[config.mk]
export PLATFORM = sky130hd
export DESIGN_NAME = block_ack_tracker_top
export DESIGN_NICKNAME = d
export VERILOG_FILES = /design/src/hw/rtl/bat_pkg.sv /design/src/hw/rtl/bat_ctrl.sv /design/src/hw/rtl/bat_dp.sv /design/src/hw/rtl/block_ack_tracker_top.sv
export VERILOG_INCLUDE_DIRS = /design/src /design/src/hw/rtl
export SDC_FILE = /design/constraint.sdc
export NUM_CORES = 1
export LEC_CHECK = 0
export ABC_AREA = 1
export BUFFER_PORTS_ARGS = -buffer_cell sky130_fd_sc_hd__buf_2
export CORE_MARGIN = 2
export CORE_UTILIZATION = 30
export DETAILED_ROUTE_END_ITERATION = 16
export HOLD_SLACK_MARGIN = 0.15
export PLACE_DENSITY = 0.49
export SLEW_MARGIN = 20
export SYNTH_ARGS = -nofsm -noshare
export SYNTH_HDL_FRONTEND = slang
export SYNTH_SLANG_ARGS = --single-unit
export TNS_END_PERCENT = 1
[constraint.sdc]
create_clock -name clock -period 3.1 [get_ports clock]
set_input_delay 0.465 -clock clock [delete_from_list [all_inputs] [get_ports clock]]
set_output_delay 0.465 -clock clock [all_outputs]
set_load 0.05 [all_outputs]
[src/hw/rtl/block_ack_tracker_top_assert.svh]
// assertion macros shared by the tracker modules
`ifndef BLOCK_ACK_TRACKER_TOP_ASSERT_SVH
`define BLOCK_ACK_TRACKER_TOP_ASSERT_SVH

// same-cycle implication, checked outside reset
`define BAT_ASSERT_NOW(label, ante, cons) \
   label: assert property (@(posedge clock) disable iff (reset) (ante) |-> (cons)) \
      else $error("block ack tracker check failed");

// next-cycle implication, checked outside reset
`define BAT_ASSERT_NEXT(label, ante, cons) \
   label: assert property (@(posedge clock) disable iff (reset) (ante) |=> (cons)) \
      else $error("block ack tracker check failed");

`endif

[src/hw/rtl/bat_pkg.sv]
`default_nettype none

package bat_pkg;

   localparam int SEGMENTS_PER_BLOCK = 8;
   localparam int SEGMENT_BYTES      = 1024;
   localparam int MAP_BITS           = 8;
   localparam int SEG_LIMIT_INT      = (SEGMENTS_PER_BLOCK > MAP_BITS) ? MAP_BITS :
                                       (SEGMENTS_PER_BLOCK < 1) ? 1 : SEGMENTS_PER_BLOCK;

   localparam logic [3:0]  SEG_LIMIT         = 4'(SEG_LIMIT_INT);
   localparam logic [10:0] SEG_BYTES_LEN     = 11'(SEGMENT_BYTES);
   localparam logic [3:0]  MAX_RETRIES_RESET = 4'd3;

   // input modes
   localparam logic [1:0] MODE_START   = 2'd0;
   localparam logic [1:0] MODE_ACK     = 2'd1;
   localparam logic [1:0] MODE_TIMEOUT = 2'd2;

   // result kinds
   localparam logic KIND_STATUS = 1'b0;
   localparam logic KIND_RESEND = 1'b1;

   // status codes
   localparam logic [2:0] STATUS_WAITING     = 3'd0;
   localparam logic [2:0] STATUS_COMPLETE    = 3'd1;
   localparam logic [2:0] STATUS_WRONG_BLOCK = 3'd2;
   localparam logic [2:0] STATUS_DUPLICATE   = 3'd3;
   localparam logic [2:0] STATUS_EXHAUSTED   = 3'd4;
   localparam logic [2:0] STATUS_BAD_SEGMENT = 3'd5;

   typedef struct packed {
      logic [1:0]  mode;
      logic [15:0] block_id;
      logic [15:0] ack_segment;
      logic [3:0]  segment_count;
      logic [10:0] final_length;
   } req_type;

   typedef struct packed {
      logic        kind;
      logic [2:0]  status;
      logic [3:0]  resend_segment;
      logic [10:0] resend_length;
      logic        last;
   } rsp_type;

   // controller to datapath
   typedef struct packed {
      logic load;
      logic exec;
      logic step;
   } cmd_type;

   // datapath to controller
   typedef struct packed {
      logic go_scan;
      logic scan_last;
   } stat_type;

endpackage

`default_nettype wire

[src/hw/rtl/bat_ctrl.sv]
`default_nettype none
`include "block_ack_tracker_top_assert.svh"

module bat_ctrl (
   input  wire                 clock,
   input  wire                 reset,
   input  wire                 start,
   input  bat_pkg::stat_type   stat,
   output bat_pkg::cmd_type    cmd,
   output logic                busy
);

   typedef enum logic [1:0] {ST_IDLE, ST_EXEC, ST_SCAN} state_type;

   state_type state_ff, state_in;
   logic      busy_ff;

   // commands decoded from the state
   always_comb begin
      cmd.load = (state_ff == ST_IDLE) && start;
      cmd.exec = (state_ff == ST_EXEC);
      cmd.step = (state_ff == ST_SCAN);
   end

   // next state
   always_comb begin
      state_in = state_ff;
      unique case (state_ff)
         ST_IDLE: begin
            if (start) state_in = ST_EXEC;
         end
         ST_EXEC: begin
            state_in = stat.go_scan ? ST_SCAN : ST_IDLE;
         end
         ST_SCAN: begin
            if (stat.scan_last) state_in = ST_IDLE;
         end
         default: begin
            state_in = ST_IDLE;
         end
      endcase
   end

   // state and registered busy
   always_ff @(posedge clock) begin
      if (reset) begin
         state_ff <= ST_IDLE;
         busy_ff  <= 1'b0;
      end else begin
         state_ff <= state_in;
         busy_ff  <= (state_in != ST_IDLE);
      end
   end

   assign busy = busy_ff;

   `BAT_ASSERT_NOW(a_busy_matches_state, 1'b1, busy_ff == (state_ff != ST_IDLE))
   `BAT_ASSERT_NEXT(a_accept_enters_exec, start && !busy_ff, state_ff == ST_EXEC)

endmodule

`default_nettype wire

[src/hw/rtl/bat_dp.sv]
`default_nettype none
`include "block_ack_tracker_top_assert.svh"

module bat_dp (
   input  wire                 clock,
   input  wire                 reset,
   input  bat_pkg::cmd_type    cmd,
   input  bat_pkg::req_type    req_data,
   input  wire                 cfg_we,
   input  wire  [3:0]          cfg_data,
   output bat_pkg::stat_type   stat,
   output logic                rsp_strobe,
   output bat_pkg::rsp_type    rsp_data
);

   bat_pkg::req_type req_ff;
   logic [3:0]       max_retries_ff;
   logic [7:0]       ack_map_ff, ack_map_in;
   logic [3:0]       acked_total_ff, acked_total_in;
   logic [3:0]       retry_count_ff, retry_count_in;
   logic [15:0]      current_block_ff, current_block_in;
   logic [3:0]       count_ff, count_in;
   logic [10:0]      tail_ff, tail_in;
   logic             active_ff, active_in;
   logic [7:0]       pending_ff, pending_in;
   logic             rsp_strobe_ff;
   bat_pkg::rsp_type rsp_data_ff;

   logic [7:0]       seg_mask;
   logic [7:0]       fresh_pending;
   logic [2:0]       ack_idx;
   logic [3:0]       sat_count;
   logic [10:0]      sat_len;
   logic [2:0]       exec_status;
   logic             go_scan;
   logic [7:0]       pick;
   logic [2:0]       pick_idx;
   logic             found;
   logic [7:0]       rest;
   logic [3:0]       pick_seg;

   // valid segments of the current block
   always_comb begin
      for (int i = 0; i < 8; i++) begin
         seg_mask[i] = (4'(i) < count_ff);
      end
   end

   assign fresh_pending = ~ack_map_ff & seg_mask;
   assign ack_idx       = req_ff.ack_segment[2:0] - 3'd1;

   // start saturation
   always_comb begin
      sat_count = req_ff.segment_count;
      if (sat_count < 4'd1) sat_count = 4'd1;
      if (sat_count > bat_pkg::SEG_LIMIT) sat_count = bat_pkg::SEG_LIMIT;
      sat_len = req_ff.final_length;
      if (sat_len > bat_pkg::SEG_BYTES_LEN) sat_len = bat_pkg::SEG_BYTES_LEN;
   end

   // decision for one item
   always_comb begin
      ack_map_in       = ack_map_ff;
      acked_total_in   = acked_total_ff;
      retry_count_in   = retry_count_ff;
      current_block_in = current_block_ff;
      count_in         = count_ff;
      tail_in          = tail_ff;
      active_in        = active_ff;
      pending_in       = pending_ff;
      exec_status      = bat_pkg::STATUS_WAITING;
      go_scan          = 1'b0;
      if (req_ff.mode == bat_pkg::MODE_START) begin
         current_block_in = req_ff.block_id;
         count_in         = sat_count;
         tail_in          = sat_len;
         ack_map_in       = '0;
         acked_total_in   = '0;
         retry_count_in   = '0;
         active_in        = 1'b1;
      end else if (req_ff.mode == bat_pkg::MODE_ACK) begin
         priority if (!active_ff || req_ff.block_id != current_block_ff) begin
            active_in   = 1'b0;
            exec_status = bat_pkg::STATUS_WRONG_BLOCK;
         end else if (req_ff.ack_segment == 16'd0 ||
                      req_ff.ack_segment > {12'd0, count_ff}) begin
            active_in   = 1'b0;
            exec_status = bat_pkg::STATUS_BAD_SEGMENT;
         end else if (ack_map_ff[ack_idx]) begin
            active_in   = 1'b0;
            exec_status = bat_pkg::STATUS_DUPLICATE;
         end else begin
            ack_map_in          = ack_map_ff;
            ack_map_in[ack_idx] = 1'b1;
            acked_total_in      = acked_total_ff + 4'd1;
            if (acked_total_in >= count_ff) begin
               active_in   = 1'b0;
               exec_status = bat_pkg::STATUS_COMPLETE;
            end
         end
      end else if (req_ff.mode == bat_pkg::MODE_TIMEOUT && active_ff) begin
         if (retry_count_ff >= max_retries_ff) begin
            active_in   = 1'b0;
            exec_status = bat_pkg::STATUS_EXHAUSTED;
         end else begin
            retry_count_in = retry_count_ff + 4'd1;
            pending_in     = fresh_pending;
            go_scan        = (fresh_pending != 8'd0);
         end
      end
      if (!cmd.exec) begin
         ack_map_in       = ack_map_ff;
         acked_total_in   = acked_total_ff;
         retry_count_in   = retry_count_ff;
         current_block_in = current_block_ff;
         count_in         = count_ff;
         tail_in          = tail_ff;
         active_in        = active_ff;
         pending_in       = pending_ff;
      end
      if (cmd.step) pending_in = rest;
   end

   // lowest pending segment
   always_comb begin
      pick     = '0;
      pick_idx = '0;
      found    = 1'b0;
      for (int i = 0; i < 8; i++) begin
         if (pending_ff[i] && !found) begin
            pick[i]  = 1'b1;
            pick_idx = 3'(i);
            found    = 1'b1;
         end
      end
   end

   assign rest     = pending_ff & ~pick;
   assign pick_seg = {1'b0, pick_idx} + 4'd1;

   assign stat.go_scan   = go_scan;
   assign stat.scan_last = (rest == 8'd0);

   // item latch and pending mask
   always_ff @(posedge clock) begin
      if (cmd.load) req_ff <= req_data;
      pending_ff <= pending_in;
   end

   // tracker state and configuration
   always_ff @(posedge clock) begin
      if (reset) begin
         max_retries_ff   <= bat_pkg::MAX_RETRIES_RESET;
         ack_map_ff       <= '0;
         acked_total_ff   <= '0;
         retry_count_ff   <= '0;
         current_block_ff <= '0;
         count_ff         <= '0;
         tail_ff          <= '0;
         active_ff        <= 1'b0;
      end else begin
         if (cfg_we) max_retries_ff <= cfg_data;
         ack_map_ff       <= ack_map_in;
         acked_total_ff   <= acked_total_in;
         retry_count_ff   <= retry_count_in;
         current_block_ff <= current_block_in;
         count_ff         <= count_in;
         tail_ff          <= tail_in;
         active_ff        <= active_in;
      end
   end

   // result register
   always_ff @(posedge clock) begin
      if (reset) rsp_strobe_ff <= 1'b0;
      else       rsp_strobe_ff <= cmd.step || (cmd.exec && !go_scan);
   end

   always_ff @(posedge clock) begin
      if (cmd.step) begin
         rsp_data_ff.kind           <= bat_pkg::KIND_RESEND;
         rsp_data_ff.status         <= bat_pkg::STATUS_WAITING;
         rsp_data_ff.resend_segment <= pick_seg;
         rsp_data_ff.resend_length  <= (pick_seg == count_ff) ? tail_ff
                                                              : bat_pkg::SEG_BYTES_LEN;
         rsp_data_ff.last           <= (rest == 8'd0);
      end else if (cmd.exec) begin
         rsp_data_ff.kind           <= bat_pkg::KIND_STATUS;
         rsp_data_ff.status         <= exec_status;
         rsp_data_ff.resend_segment <= '0;
         rsp_data_ff.resend_length  <= '0;
         rsp_data_ff.last           <= 1'b1;
      end
   end

   assign rsp_strobe = rsp_strobe_ff;
   assign rsp_data   = rsp_data_ff;

   `BAT_ASSERT_NOW(a_scan_has_work, cmd.step, pending_ff != 8'd0)
   `BAT_ASSERT_NEXT(a_status_is_last, cmd.exec && !go_scan, rsp_strobe_ff && rsp_data_ff.last)
   `BAT_ASSERT_NEXT(a_scan_end_marked, cmd.step && (rest == 8'd0),
                    rsp_strobe_ff && rsp_data_ff.last && rsp_data_ff.kind)

endmodule

`default_nettype wire

[src/hw/rtl/block_ack_tracker_top.sv]
// a status result is strobed in the cycle after the exec cycle; an accepted start moves the tracker into its exec state
// a new start is taken only while idle; a timeout emits one resend per pending segment (up to 8) before it is done
// the scan over the pending mask emits one resend per cycle from the datapath
// results are strobed for one cycle only; the receiver cannot stall
// reset: synchronous, active high; tracker idle, max_retries back to 3
`default_nettype none

module block_ack_tracker_top (
   input  wire                clock,
   input  wire                reset,
   input  wire                start,
   output logic               busy,
   input  bat_pkg::req_type   req_data,
   output logic               rsp_strobe,
   output bat_pkg::rsp_type   rsp_data,
   input  wire                csr_valid,
   output logic               csr_ready,
   input  wire  [3:0]         csr_data
);

   bat_pkg::cmd_type  cmd;
   bat_pkg::stat_type stat;

   // configuration is taken while no item is in flight
   assign csr_ready = ~busy;

   bat_ctrl u_ctrl (
      .clock (clock),
      .reset (reset),
      .start (start),
      .stat  (stat),
      .cmd   (cmd),
      .busy  (busy)
   );

   bat_dp u_dp (
      .clock      (clock),
      .reset      (reset),
      .cmd        (cmd),
      .req_data   (req_data),
      .cfg_we     (csr_valid & csr_ready),
      .cfg_data   (csr_data),
      .stat       (stat),
      .rsp_strobe (rsp_strobe),
      .rsp_data   (rsp_data)
   );

endmodule

`default_nettype wire
After elaboration in Yosys (flattened, before gate mapping)
Index checks and enable logic that the tools add are counted.
{"block": "classes", "multipliers": 0, "add_sub_neg": 4, "div_mod_pow": 0, "n_eq_ne": 15, "n_reduce_logical": 40, "bitwise": 7, "mux": 75, "n_lt_le_gt_ge": 16, "shifts": 0}
{"op": "$mux W8", "n": 11}
{"op": "$mux W4", "n": 11}
{"op": "$mux W3", "n": 11}
{"op": "$mux W16", "n": 2}
{"op": "$mux W1", "n": 30}
{"op": "$mux W11", "n": 2}
{"op": "$and A8 B8 Y8", "n": 2}
{"op": "$gt A16 B4 Y1", "n": 1}
{"op": "$logic_not A16 Y1", "n": 1}
{"op": "$lt A3 B4 Y1 const A", "n": 4}
{"op": "$ne A16 B16 Y1", "n": 1}
{"op": "$ne A2 B1 Y1 const B", "n": 8}
{"op": "$not A8 Y8", "n": 2}
{"op": "$gt A11 B11 Y1 const B", "n": 1}
{"op": "$logic_and A1 B1 Y1", "n": 11}
{"op": "$mux W2", "n": 5}
{"op": "$reduce_and A5 Y1", "n": 2}
{"op": "$reduce_bool A2 Y1", "n": 5}
{"op": "$logic_not A1 Y1", "n": 9}
{"op": "$add A4 B1 Y4 const B", "n": 2}
{"op": "$ge A4 B4 Y1", "n": 2}
{"op": "$logic_not A8 Y1", "n": 1}
{"op": "$lt A1 B4 Y1 const A", "n": 2}
{"op": "$lt A2 B4 Y1 const A", "n": 2}
{"op": "other kinds (22)", "n": 29}
{"block": "word_totals", "latchBits": 0, "reg_bits": 133, "in_bits": 57, "n_memories": 0, "mem_bits_rw": 0, "rom_bits": 0, "out_inout_bits": 23, "word_cells": 179}

Logic depth before layout (Yosys ltp)
Gate-level depths: netlist of the first run.
{"block": "depth", "word_depth": 28, "mapped_depth": 14, "mapped_depth_nobuf": 14}

Modules after synthesis
A second synthesis of the first run with hierarchy kept.
{"block": "unflattened", "hier_cells": 650, "area_unflattened_um2": 5883.1}
{"module": "bat_dp", "seq_area_each_um2": 3333.2, "cells_each": 628, "n_inst": 1, "area_each_um2": 5740.5}
{"module": "bat_ctrl", "seq_area_each_um2": 60.1, "cells_each": 19, "n_inst": 1, "area_each_um2": 128.9}
{"module": "block_ack_tracker_top", "seq_area_each_um2": 0.0, "cells_each": 3, "n_inst": 1, "area_each_um2": 13.8}

Worst setup path before layout of the first run
OpenSTA, ideal clock, no wires.
{"block": "synth_timing", "path_type": "register to register", "start": "register u_dp.pending_ff[1]", "end": "register u_dp.rsp_data_ff (netlist bit u_dp.rsp_data[11]), data pin", "required_time_ns": 2.850, "path_buffers": 0, "slack_ns": 1.009, "period_less_slack_ns": 2.091, "arrival_time_ns": 1.841, "setup_ns": 0.250, "stages_incl_launch_ff": 13, "cell_sequence": "edfxtp_1 -> nor2_2 -> nand3_1 -> nor2_1 -> inv_1 -> o221ai_1 -> ha_1 -> xnor2_1 -> nand2_1 -> nor2_2 -> nand4_1 -> nand2_1 -> inv_1"}
{"block": "synth_between", "elab_chain_len": 24, "word_cells_on_any_way": 30, "classes_between": "1 x add/sub; 1 x eq/ne; 15 x mux; 13 x reduce/logical"}
{"element": "start, declared", "line_no": "bat_dp.sv:25", "rtl": "logic [7:0] pending_ff, pending_in;"}
{"element": "start signal, assigned", "line_no": "bat_dp.sv:147", "rtl": "pending_ff <= pending_in;"}
{"element": "$logic_and A1 B1 Y1 *", "line_no": "bat_dp.sv:130", "rtl": "if (pending_ff[i] && !found) begin"}
{"element": "$mux W1", "line_no": "bat_dp.sv:130"}
{"element": "$logic_not A1 Y1", "line_no": "bat_dp.sv:130"}
{"element": "$logic_and A1 B1 Y1", "line_no": "bat_dp.sv:130"}
{"element": "$mux W1", "line_no": "bat_dp.sv:130"}
{"element": "$logic_not A1 Y1", "line_no": "bat_dp.sv:130"}
{"element": "$logic_and A1 B1 Y1", "line_no": "bat_dp.sv:130"}
{"element": "$mux W1", "line_no": "bat_dp.sv:130"}
{"element": "[... 9 more ...]"}
{"element": "$logic_not A1 Y1", "line_no": "bat_dp.sv:130"}
{"element": "$logic_and A1 B1 Y1", "line_no": "bat_dp.sv:130"}
{"element": "$mux W3 *", "line_no": "bat_dp.sv:130"}
{"element": "$add A3 B1 Y4 *", "line_no": "bat_dp.sv:139", "rtl": "assign pick_seg = {1'b0, pick_idx} + 4'd1;"}
{"element": "net u_dp.pick_seg[1]", "line_no": "bat_dp.sv:40", "rtl": "logic [3:0] pick_seg;"}
{"element": "$eq A4 B4 Y1 *", "line_no": "bat_dp.sv:184", "rtl": "rsp_data_ff.resend_length <= (pick_seg == count_ff) ? tail_ff"}
{"element": "$mux W11 *", "line_no": "bat_dp.sv:184"}
{"element": "$mux W16 *", "line_no": "bat_dp.sv:180", "rtl": "if (cmd.step) begin"}
{"element": "end, declared", "line_no": "bat_dp.sv:27", "rtl": "bat_pkg::rsp_type rsp_data_ff;"}
The timed path passes the listed nets; every way through them passes the cells marked *.
A chain may end at the register's enable or synchronous reset.

Final worst setup path of the first run
{"block": "layout_timing", "start": "register u_dp.req_ff[15] in the netlist's numbering", "end": "register u_dp.ack_map_ff[2]"}
{"block": "layout_between", "elab_chain_len": 11, "word_cells_on_any_way": 20, "classes_between": "1 x add/sub; 3 x order compare; 2 x eq/ne; 9 x mux; 1 x bitwise; 4 x reduce/logical"}
{"element": "start, declared", "line_no": "bat_dp.sv:16", "rtl": "bat_pkg::req_type req_ff;"}
{"element": "start signal, assigned", "line_no": "bat_dp.sv:146", "rtl": "if (cmd.load) req_ff <= req_data;"}
{"element": "$sub A3 B1 Y3", "line_no": "bat_dp.sv:50", "rtl": "assign ack_idx = req_ff.ack_segment[2:0] - 3'd1;"}
{"element": "$lt A3 B4 Y1 (implied by the code) or $ge A3 B1 Y1 (tied branches)", "line_no": "bat_dp.sv:94", "rtl": "ack_map_in[ack_idx] = 1'b1;"}
{"element": "$logic_and A1 B1 Y1 (implied by the code)", "line_no": "bat_dp.sv:94"}
{"element": "$mux W1 (implied by the code)", "line_no": "bat_dp.sv:94"}
{"element": "$demux W1 S3"}
{"element": "$or A8 B8 Y8 (no source line)"}
{"element": "$mux W8", "line_no": "bat_dp.sv:89", "rtl": "end else if (ack_map_ff[ack_idx]) begin"}
{"element": "$mux W8", "line_no": "bat_dp.sv:85", "rtl": "end else if (req_ff.ack_segment == 16'd0 ||"}
{"element": "$mux W8", "line_no": "bat_dp.sv:82", "rtl": "priority if (!active_ff || req_ff.block_id != current_block_ff) begin"}
{"element": "$mux W8", "line_no": "bat_dp.sv:81", "rtl": "end else if (req_ff.mode == bat_pkg::MODE_ACK) begin"}
{"element": "$mux W8", "line_no": "bat_dp.sv:73", "rtl": "if (req_ff.mode == bat_pkg::MODE_START) begin"}
{"element": "end signal, assigned", "line_no": "bat_dp.sv:163", "rtl": "ack_map_ff <= ack_map_in;"}
{"element": "end, declared", "line_no": "bat_dp.sv:18", "rtl": "logic [7:0] ack_map_ff, ack_map_in;"}
Parallel ways exist; a longest one is shown, timed or not. The select of a mux whose other input is x is not followed.

==> metrics, run 1 <==
CTS tree=yes; CP Cell Sequence=inv_1, ha_1, or2_1, nand2_1, inv_1, nand2_1, nand2_1, inv_1, nand3_2, nand2_2, nand2_1, a21oi_1; CP most frequent cell=nand2_1; final worst path period need=2.361 ns; DR pass1 iterations=4; final wirelength=12,560 um; Final nets=826; Post-Syn Nets=735; RD Place Congestion=0.7965; cts hold-fix bufs=0; crit path buf inv count=3; initial antenna violation count=0; total power=4.233 mW; Pwr Density=588.6 nW/um^2; Core Region=19,460 sq um; via count=4,435; total congestion overflow=0; run status=finished, final reports clean; relative slew slack=60.55%; FFs w/ async S/R, synth=0%; DRT antenna net count=0; HPWL Detailed=just over 9000 um; Cell Area, Synth=between 5000 and 6000 sq um; layout cells sized above 1=16.16%; sink count of the clock tree=133; largest family of logic cells by synthesized area=simple AND/OR/NAND/NOR gates; post-synthesis compound-gate area fraction=9.491%; CTS Buf Count=17; Iteration-0 DRC Markers=213; Post-synth EDFFs=73; Longest Clk Path Bufs=2; WS Path Type=flop to flop; Lkg Pwr=3.008 nW; max cap viols=0; cts repair resizes=0; mean post-synth cell area=9.050 sq um; post-CTS setup buffers=0; final hold slack=0.2085 ns; I/O Buffers=between 70 and 80; most frequent cells in the layout=nand2_1 (140), inv_1 (104), buf_2 (79); Final Cycle Share=76.17%; worst path required time=3.45 ns; highest clock rate=423.5 MHz; chip height=around 140 um; DRC=0; Synth Area in XOR/XNOR=approximately 1.5%; Worst path slowest cell=edfxtp_1; CTS clk-pin slew, worst paths=around 0.060 ns; ANT cells=0; largest net degree at the start of global routing=27; die area=20,960 sq um; main flop type after synthesis=edfxtp_1; GRT Overall Usage=12.94%; multiplexer share of the synthesized area=0%; Top delay family on crit path=simple AND/OR/NAND/NOR gates; Startpoint Class=flop; Peak VDD IR=370.0 uV; area grow syn2layout=20.94%; commonest non-fill, non-tap cell in the layout=nand2_1; synth unique cells=36; Ys Warns=0; # rows=between 50 and 60; initial core utilization=around 30%; I/O pins=80; sequential-to-total area share from yosys stat=57.07%; worst-path fanout max=13; CTS H-tree lvls=4; CTS root buffer=clkbuf_16; RSZ-0062 raised after global routing=false; Slew Limit Fails=0; chip width=144.8 um; Vias/cell=4.323; cells after synthesis=657; Clock Latency Late Sink=approximately 0.43 ns; setup TNS=0 ns; Synth Area in Adders=4.419%; Simple-Gate Fraction of Synth Area=between 15 and 20%; skew final=0.01194 ns; crit-path max cell delay=0.56 ns; setup violation total in the final timing report=0; vias in the first global route=4,211; fillers=1,990; Hold Path Class=input port to flop; Routed WL per cell=12.24 um; Hold Violations, Final=0; kind of end point of the critical path=flop; Worst EP arrival=between 2 and 3 ns; first-pass GRT wire length=about 21,000 um; Synth Register Bits=between 100 and 150; worst-margin pin slew=a little under 0.6 ns
==> worst reg2reg max path: stages, from the launching register on <==
cell	delay, ns
edfxtp_1	0.56
inv_1	0.23
ha_1	0.26
or2_1	0.22
nand2_1	0.12
inv_1	0.08
nand2_1	0.07
nand2_1	0.08
inv_1	0.09
nand3_2	0.11
nand2_2	0.24
nand2_1	0.10
a21oi_1	0.12
==> power by group <==
| group | switching, mW | internal [mW] |
|---|---|---|
| registers | 0.0441 | 1.96 |
| clock network | 0.798 | 1.03 |
| logic | 0.278 | 0.121 |
==> metal layers <==
layer / global-route usage, % / vias up / part of all wire [%]
met5: 0 / - / 0
met4: 5.212 / 0 / 1.5
met3: 3.587 / 14 / 3.8
met2: 20.88 / 75 / 47
met1: 16.39 / 1993 / 48
li1: - / 2353 / -
==> through the flow <==
stage	cells	worst slack (ns)	area [sq um]	utilization (%)
6_report	1026	0.7387	7191	36.95
5_1_grt	1026	0.4514	7191	36.95
4_1_cts	1026	0.7437	7191	36.95
3_5_place_dp	994	0.7565	6658	34.21
3_3_place_gp	994	0.7898	6658	34.21
2_1_floorplan	657	1.009	5946	-
==> sequential cells by signal, indices dropped and copies added (netlist names) <==
signal / flops
u_dp.count_ff: 4
u_dp.rsp_data: 20
u_ctrl.state_ff: 2
u_dp.active_ff: 1
u_dp.pending_ff: 8
u_ctrl.busy: 1
u_dp.max_retries_ff: 4
u_dp.tail_ff: 11
u_dp.req_ff: 49
u_dp.ack_map_ff: 8
u_dp.rsp_strobe: 1
u_dp.current_block_ff: 16
u_dp.retry_count_ff: 4
u_dp.acked_total_ff: 4
==> cell usage after synthesis (3+ instances only) <==
| master | count | area [sq um] |
|---|---|---|
| xor2_1 | 5 | 43.79 |
| nand2_1 | 140 | 525.5 |
| clkbuf_1 | 5 | 18.77 |
| dfxtp_1 | 60 | 1201 |
| o22ai_1 | 21 | 131.4 |
| xnor2_1 | 5 | 43.79 |
| a21oi_1 | 32 | 160.2 |
| nand4_1 | 8 | 50.05 |
| nor2_2 | 4 | 25.02 |
| nor2_1 | 74 | 277.8 |
| o21ai_0 | 37 | 185.2 |
| nand3b_1 | 3 | 22.52 |
| edfxtp_1 | 73 | 2192 |
| nand3_1 | 35 | 175.2 |
| ha_1 | 21 | 262.8 |
| inv_1 | 105 | 394.1 |
| buf_2 | 4 | 20.02 |
==> final cells by class <==
| type | instances | area, sq um | area share, % |
|---|---|---|---|
| Inverter | 105 | 394.1 | 5.481 |
| Multi-Input combinational cell | 408 | 2101 | 29.22 |
| Timing Repair Buffer | 83 | 437.9 | 6.090 |
| Clock buffer | 19 | 432.9 | 6.021 |
| Tap cell | 265 | 331.6 | 4.611 |
| Sequential cell | 133 | 3393 | 47.19 |
| Clock inverter | 13 | 100.1 | 1.392 |
==> cells by family (layout without fill, tap and decap cells) <==
logic type	count (synthesis)	count (layout)
compound gates	101	101
fa+ha+maj	21	21
buf+inv	116	220
xor+xnor	10	10
flops	133	133
simple gates	276	276
==> final timing paths <==
| check | startpoint | end | slack, ns | cells after the start |
|---|---|---|---|---|
| hold reg to reg | u_dp.rsp_data[19]$_SDFFE_PP1N_ | u_dp.rsp_data[19]$_SDFFE_PP1N_ | 0.44 | 2 |
| setup / recovery | u_dp.req_ff[15]$_DFFE_PP_ | u_dp.ack_map_ff[2]$_SDFFE_PP0P_ | 0.74 | 12 |
| setup reg to reg | u_dp.req_ff[15]$_DFFE_PP_ | u_dp.ack_map_ff[2]$_SDFFE_PP0P_ | 0.74 | 12 |
| hold / removal | req_data[40] | u_dp.req_ff[40]$_DFFE_PP_ | 0.21 | 1 |
(Power assumes the default switching activity.)
==> run 2: changes to the inputs <==
Settings changed: ABC_AREA 1 to 0.
Clock period 3.1 ns to 2.24 ns, I/O delays scaled along.
==> metrics, run 2 <==
run status=finished with violations; failing checks=negative setup slack; Lkg Pwr=3.149 nW (+4.7%); total congestion overflow=0 (unchanged); Synth area leaders=edfxtp_1 (38%), dfxtp_1 (21%), ha_1 (4.5%); initial core utilization=30.84% (+0.29 points); sink count of the clock tree=133 (unchanged); vias in the first global route=4,558 (+8.2%); DRT antenna net count=0 (unchanged); final hold slack=0.2737 ns (+0.06524 ns); Worst EP arrival=2.89 ns (+0.17 ns); CTS clk-pin slew, worst paths=0.06 ns (about the same); Final nets=792 (-4.1%); WS Path Type=flop to flop; Hold Violations, Final=0 (unchanged); Top reg by flops=u_dp.req_ff; Pwr Density=757.5 nW/um^2 (+29%); synth unique cells=57 (+58%); Net Switching=1.481 mW (+32%); skew final=0.01028 ns (-0.001660 ns); Slew Limit Fails=0 (unchanged); kind of end point of the critical path=flop; mean post-synth cell area=11.10 sq um (+23%); I/O Buffers=79 (unchanged); Final Cycle Share=121.1% (+45 points); CTS root buffer=clkbuf_16; Comb power frac=10.3% (+0.9 points); Clock Power Share=44.9% (+1.7 points); # rows=50 (-2.0%); GRT Overall Usage=13.89% (+0.96 points); final wirelength=13,470 um (+7.3%); layout cells sized above 1=25.86% (+9.7 points); CTS Buf Count=17 (unchanged); I/O pins=80 (unchanged); CTS tree=yes; Iteration-0 DRC Markers=144 (-32%); Routed WL per cell=13.65 um (+12%); final worst path period need=2.713 ns (+0.3516 ns); HPWL Detailed=9528 um (+1.9%); sequential-to-total area share from yosys stat=58.23% (+1.2 points); Setup Slack @ Placement=-0.6208 ns (-1.377 ns); RSZ-0062 raised after global routing=true; Vias/cell=4.531 (+4.8%); die area=20,550 sq um (-1.9%); Startpoint Class=flop; DRC=0 (unchanged); total power=6.202 mW (+47%); Synth Register Bits=133 (unchanged); first-pass GRT wire length=22,110 um (+7.1%); Core Region=18,890 sq um (-2.9%); area grow syn2layout=40.52%; Cell Area, Synth=5827 sq um (-2.0%); CTS H-tree lvls=4 (unchanged); fin cells=987 (-3.8%); main flop type after synthesis=edfxtp_1; worst path required time=2.41 ns (-1.04 ns); Post-Syn Nets=603 (-18%); Post-synth EDFFs=73 (unchanged); initial antenna violation count=0 (unchanged); DR pass1 iterations=4 (unchanged); Post-DP Area=6917 sq um (+3.9%); highest clock rate=368.6 MHz (-13%); most frequent cells in the layout=buf_2 (79), edfxtp_1 (73), nand2_1 (70); Largest register FFs=49 (unchanged); FFs w/ async S/R, synth=0% (unchanged); area leader, netlist=edfxtp_1; Design Area, Final=8188 sq um (+14%); most frequent cell after synthesis=edfxtp_1; chip height=143.4 um (-0.98%); commonest cells in the netlist=edfxtp_1 (73), nand2_1 (70), dfxtp_1 (60); RD Place Congestion=0.8358 (+4.9%); chip width=143.4 um (-0.98%); max cap viols=0 (unchanged); Ys Warns=0 (unchanged); Peak VDD IR=515.9 uV (+39%); placed insts=901 (-9.4%); net switching fraction of the power=23.88% (-2.6 points); Clock Latency Late Sink=0.42 ns (about the same); Worst Slack Setup Final=-0.4728 ns (-1.212 ns); sequential share of power=44.7% (-2.7 points); Final Util=43.34% (+6.4 points); P_int=4.721 mW (+52%); largest net degree at the start of global routing=50 (+85%); setup TNS=-5.682 ns (-5.682 ns); Longest Clk Path Bufs=2 (unchanged); setup violation total in the final timing report=24 (+24); worst-margin pin slew=0.5266 ns (-0.06433 ns); worst-path fanout max=10 (-3); Hold Path Class=input port to flop; cells after synthesis=525 (-20%); relative slew slack=64.57% (+4.0 points); top-area cell type share of the netlist area=37.62% (+0.75 points); via count=4,472 (+0.83%); ANT cells=0 (unchanged); commonest non-fill, non-tap cell in the layout=buf_2
==> run 2: changes by cell type after synthesis, moves of 8 or more <==
cell / before / now
nand3_1: 35 / 9
o21ai_0: 37 / 13
clkbuf_1: 5 / 19
and2_1: 0 / 13
nand2_1: 140 / 70
inv_1: 105 / 17
o31ai_1: 1 / 11
nor2_1: 74 / 32
a22o_1: 2 / 10
o22ai_1: 21 / 1
==> run 2: area by class of cell <==
class                           instances  area (sq um)
Clock inverter                         10         121.4
Clock buffer                           22         475.5
Timing Repair Buffer                  191          1381
Sequential cell                       133          3393
Inverter                               18         67.56
Multi-Input combinational cell        353          2424
Fill cell                            1834         10710
Tap cell                              260         325.3
==> run 2: power by group through the flow <==
stage / Sequential, mW / Combinational (mW) / Clock (mW)
after floorplan: 2.91 / 0.235 / 0
after global placement: 2.82 / 0.533 / 0
after detailed placement: 2.82 / 0.544 / 0
after CTS: 2.77 / 0.626 / 2.87
after global routing: 2.79 / 0.704 / 2.97
final: 2.77 / 0.640 / 2.79
==> run 2: what timing repair did <==
| item | in CTS | in global routing |
|---|---|---|
| endpoints found under the hold margin | 53 | 0 |
| resized for setup | 9 | 15 |
| hold buffers | 53 | 0 |
| buffers inserted | 1 | 0 |
| setup endpoints to repair | 27 | 38 |
| pin swaps | 8 | 2 |
==> run 2: cells by family (layout without fill, tap and decap cells) <==
kind of cell    after synthesis  after routing  share of synthesized area (%)
simple gates                190            190                          17.03
flops                       133            133                          58.23
compound gates              111            111                          12.67
buf+inv                      39            241                          2.534
xor+xnor                     25             25                          3.994
fa+ha+maj                    22             22                          4.681
mux                           5              5                         0.8590
==> run 2: final timing paths <==
kind,start,endpoint,slack (ns),cells after the start
setup reg to reg,u_dp.pending_ff[2]$_DFFE_PP_,u_dp.rsp_data[6]$_SDFFCE_PN0P_,-0.47,10
hold / removal,start,u_ctrl.state_ff[1]$_SDFF_PP0_,0.27,4
hold reg to reg,u_dp.current_block_ff[6]$_SDFFE_PP0P_,u_dp.current_block_ff[6]$_SDFFE_PP0P_,0.47,2
setup / recovery,u_dp.pending_ff[2]$_DFFE_PP_,u_dp.rsp_data[6]$_SDFFCE_PN0P_,-0.47,10
==> run 2: critical path, stage by stage (launching register included) <==
cell	delay [ns]
edfxtp_1	0.39
or4_4	0.60
nor3_2	0.16
o21ai_0	0.12
o31ai_1	0.09
ha_1	0.23
xnor3_1	0.30
o211ai_1	0.17
nor4b_4	0.08
buf_4	0.17
and2_1	0.16
==> run 2: per-layer routing <==
metal  vias up  track usage [%]  wire [um]  share of wire [%]
li1       2297                -          -                  -
met5         -                0          0                  0
met4         0            4.386        130               0.96
met3        10            3.765        407                3.0
met2        58            24.69       7023                 52
met1      2107            16.27       5913                 44
==> run 3: changes to the inputs <==
Clock period 2.24 ns to 2.7 ns, I/O delays scaled along.
==> metrics, run 3 (synthesis results as in run 2) <==
run status=finished, final reports clean; Worst Slack Setup Final=0.08440 ns (+0.5572 ns); final wirelength=12,920 um (-4.1%); largest net degree at the start of global routing=50 (unchanged); initial antenna violation count=0 (unchanged); Worst R2R Start=u_dp.pending_ff[2]$_DFFE_PP_; reg2reg end=u_dp.rsp_data[10]$_SDFFCE_PN0P_; Startpoint Class=flop; area grow syn2layout=33.09%; M2 GR Usage=22.28% (-2.4 points); CTS clk-pin slew, worst paths=0.06 ns (about the same); setup TNS=0 ns (+5.682 ns); total congestion overflow=0 (unchanged); Hold Path Origin=req_data[22]; Hold Violations, Final=0 (unchanged); GRT Overall Usage=13.30% (-0.59 points); CTS tree=yes; CTS root buffer=clkbuf_16; via count=4,423 (-1.1%); placed insts=876 (-2.8%); Lkg Pwr=2.947 nW (-6.4%); highest clock rate=382.3 MHz (+3.7%); worst path required time=2.87 ns (+0.46 ns); worst-margin pin slew=0.6411 ns (+0.1145 ns); CTS Buf Count=17 (unchanged); Pwr Density=632.2 nW/um^2 (-17%); vias in the first global route=4,326 (-5.1%); worst r2r path cells=10 (unchanged); fin cells=952 (-3.5%); Final nets=757 (-4.4%); HPWL Detailed=9300 um (-2.4%); DRT antenna net count=0 (unchanged); relative slew slack=57.26% (-7.3 points); Longest Clk Path Bufs=2 (unchanged); ANT cells=0 (unchanged); Peak VDD IR=433.9 uV (-16%); final hold slack=0.1640 ns (-0.1097 ns); die area=20,550 sq um (unchanged); Hold Path Class=input port to flop; met1 Use GR=16.35% (+0.081 points); Top reg by flops=u_dp.req_ff; Setup Slack @ Placement=-0.1341 ns (+0.4867 ns); initial core utilization=30.84% (unchanged); Iteration-0 DRC Markers=175 (+22%); Top Usage Layer GRT=met2; first-pass GRT wire length=21,180 um (-4.2%); chip width=143.4 um (unchanged); Critical Path Sink=u_dp.rsp_data[10]$_SDFFCE_PN0P_; Slew Limit Fails=0 (unchanged); Clock Latency Late Sink=0.42 ns (about the same); max cap viols=0 (unchanged); most frequent cells in the layout=buf_2 (79), edfxtp_1 (73), nand2_1 (68); WHS Path Cells=1 (-3); Reg2Reg Setup Slack=0.08 ns (+0.56 ns); Core Region=18,890 sq um (unchanged); RD Place Congestion=0.8623 (+3.2%); Final Cycle Share=96.87% (-24 points); chip height=143.4 um (unchanged); # rows=50 (unchanged); DRC=0 (unchanged); Routed WL per cell=13.58 um (-0.56%); I/O pins=80 (unchanged); setup violation total in the final timing report=0 (-100%); Crit. Startpoint=u_dp.pending_ff[2]$_DFFE_PP_; fillers=1,856 (+1.2%); Largest register FFs=49 (unchanged); kind of end point of the critical path=flop; layout cells sized above 1=23.55% (-2.3 points); WS Path Type=flop to flop; Worst EP arrival=2.79 ns (-0.10 ns); Vias/cell=4.646 (+2.5%); sink count of the clock tree=133 (unchanged); commonest non-fill, non-tap cell in the layout=buf_2; skew final=0.009965 ns (-0.0003122 ns); DR pass1 iterations=4 (unchanged); CTS H-tree lvls=4 (unchanged); met3 Use GR=3.432% (-0.33 points); RSZ-0062 raised after global routing=true; I/O Buffers=79 (unchanged); worst-path fanout max=10 (unchanged); final worst path period need=2.616 ns (-0.09722 ns)
-- run 3: layer usage --
| metal | vias to the layer above | share of wire, % | wire, um |
|---|---|---|---|
| li1 | 2243 | - | - |
| met1 | 2077 | 45 | 5829 |
| met2 | 79 | 49 | 6384 |
| met3 | 24 | 3.6 | 465 |
| met4 | 0 | 1.9 | 245 |
| met5 | - | 0 | 0 |
-- run 3: how the worst min path moves through the flow --
stage / slack [ns] / end
floorplan: 0.44 / u_dp.tail_ff[10]$_SDFFE_PP0P_
CTS: 0.15 / u_dp.req_ff[5]$_DFFE_PP_
global route: 0.15 / u_dp.req_ff[29]$_DFFE_PP_
detailed placement: 0.46 / u_dp.current_block_ff[8]$_SDFFE_PP0P_
global placement: 0.45 / u_dp.current_block_ff[14]$_SDFFE_PP0P_
finish: 0.16 / u_dp.req_ff[22]$_DFFE_PP_
-- run 3: repair_timing --
| item | 4_1_cts | 5_1_grt |
|---|---|---|
| hold endpoints to repair | 34 | 3 |
| hold buffers | 34 | 3 |
| setup buffers | 2 | 4 |
| setup endpoints to repair | 11 | 24 |
| resized for setup | 5 | 8 |
| pin swaps | 4 | 6 |
| gates cloned | 0 | 1 |
-- run 3: metrics by stage --
stage	total power, mW	utilization, %	cell area, sq um
after floorplan	2.612	-	5827
after global placement	2.759	35.55	6716
after detailed placement	2.769	35.55	6716
after CTS	4.953	40.50	7651
after global routing	5.105	41.05	7755
final	4.903	41.05	7755
-- run 3: worst max-delay path, stage by stage (launching register included) --
cell	delay [ns]
edfxtp_1	0.39
or4_4	0.61
nor4_4	0.19
nand2_2	0.10
nand2_2	0.11
ha_4	0.13
xnor3_1	0.29
o211ai_1	0.17
nor4b_4	0.08
buf_6	0.15
and2_1	0.15
-- run 3: cell type report --
class | count | area [sq um] | area share (%)
clock buffers | 21 | 483.0 | 6.228
clock inverters | 11 | 75.07 | 0.9681
inverters | 18 | 67.56 | 0.8712
multi-input cells | 354 | 2349 | 30.28
flip-flops and latches | 133 | 3393 | 43.76
well taps | 260 | 325.3 | 4.195
repair buffers | 155 | 1062 | 13.70
-- run 3: where the power goes --
part | total, mW | internal, mW | switching (mW)
registers | 2.30 | 2.25 | 0.0530
clock network | 2.14 | 1.28 | 0.858
logic | 0.466 | 0.176 | 0.289
total | 4.90 | 3.70 | 1.20
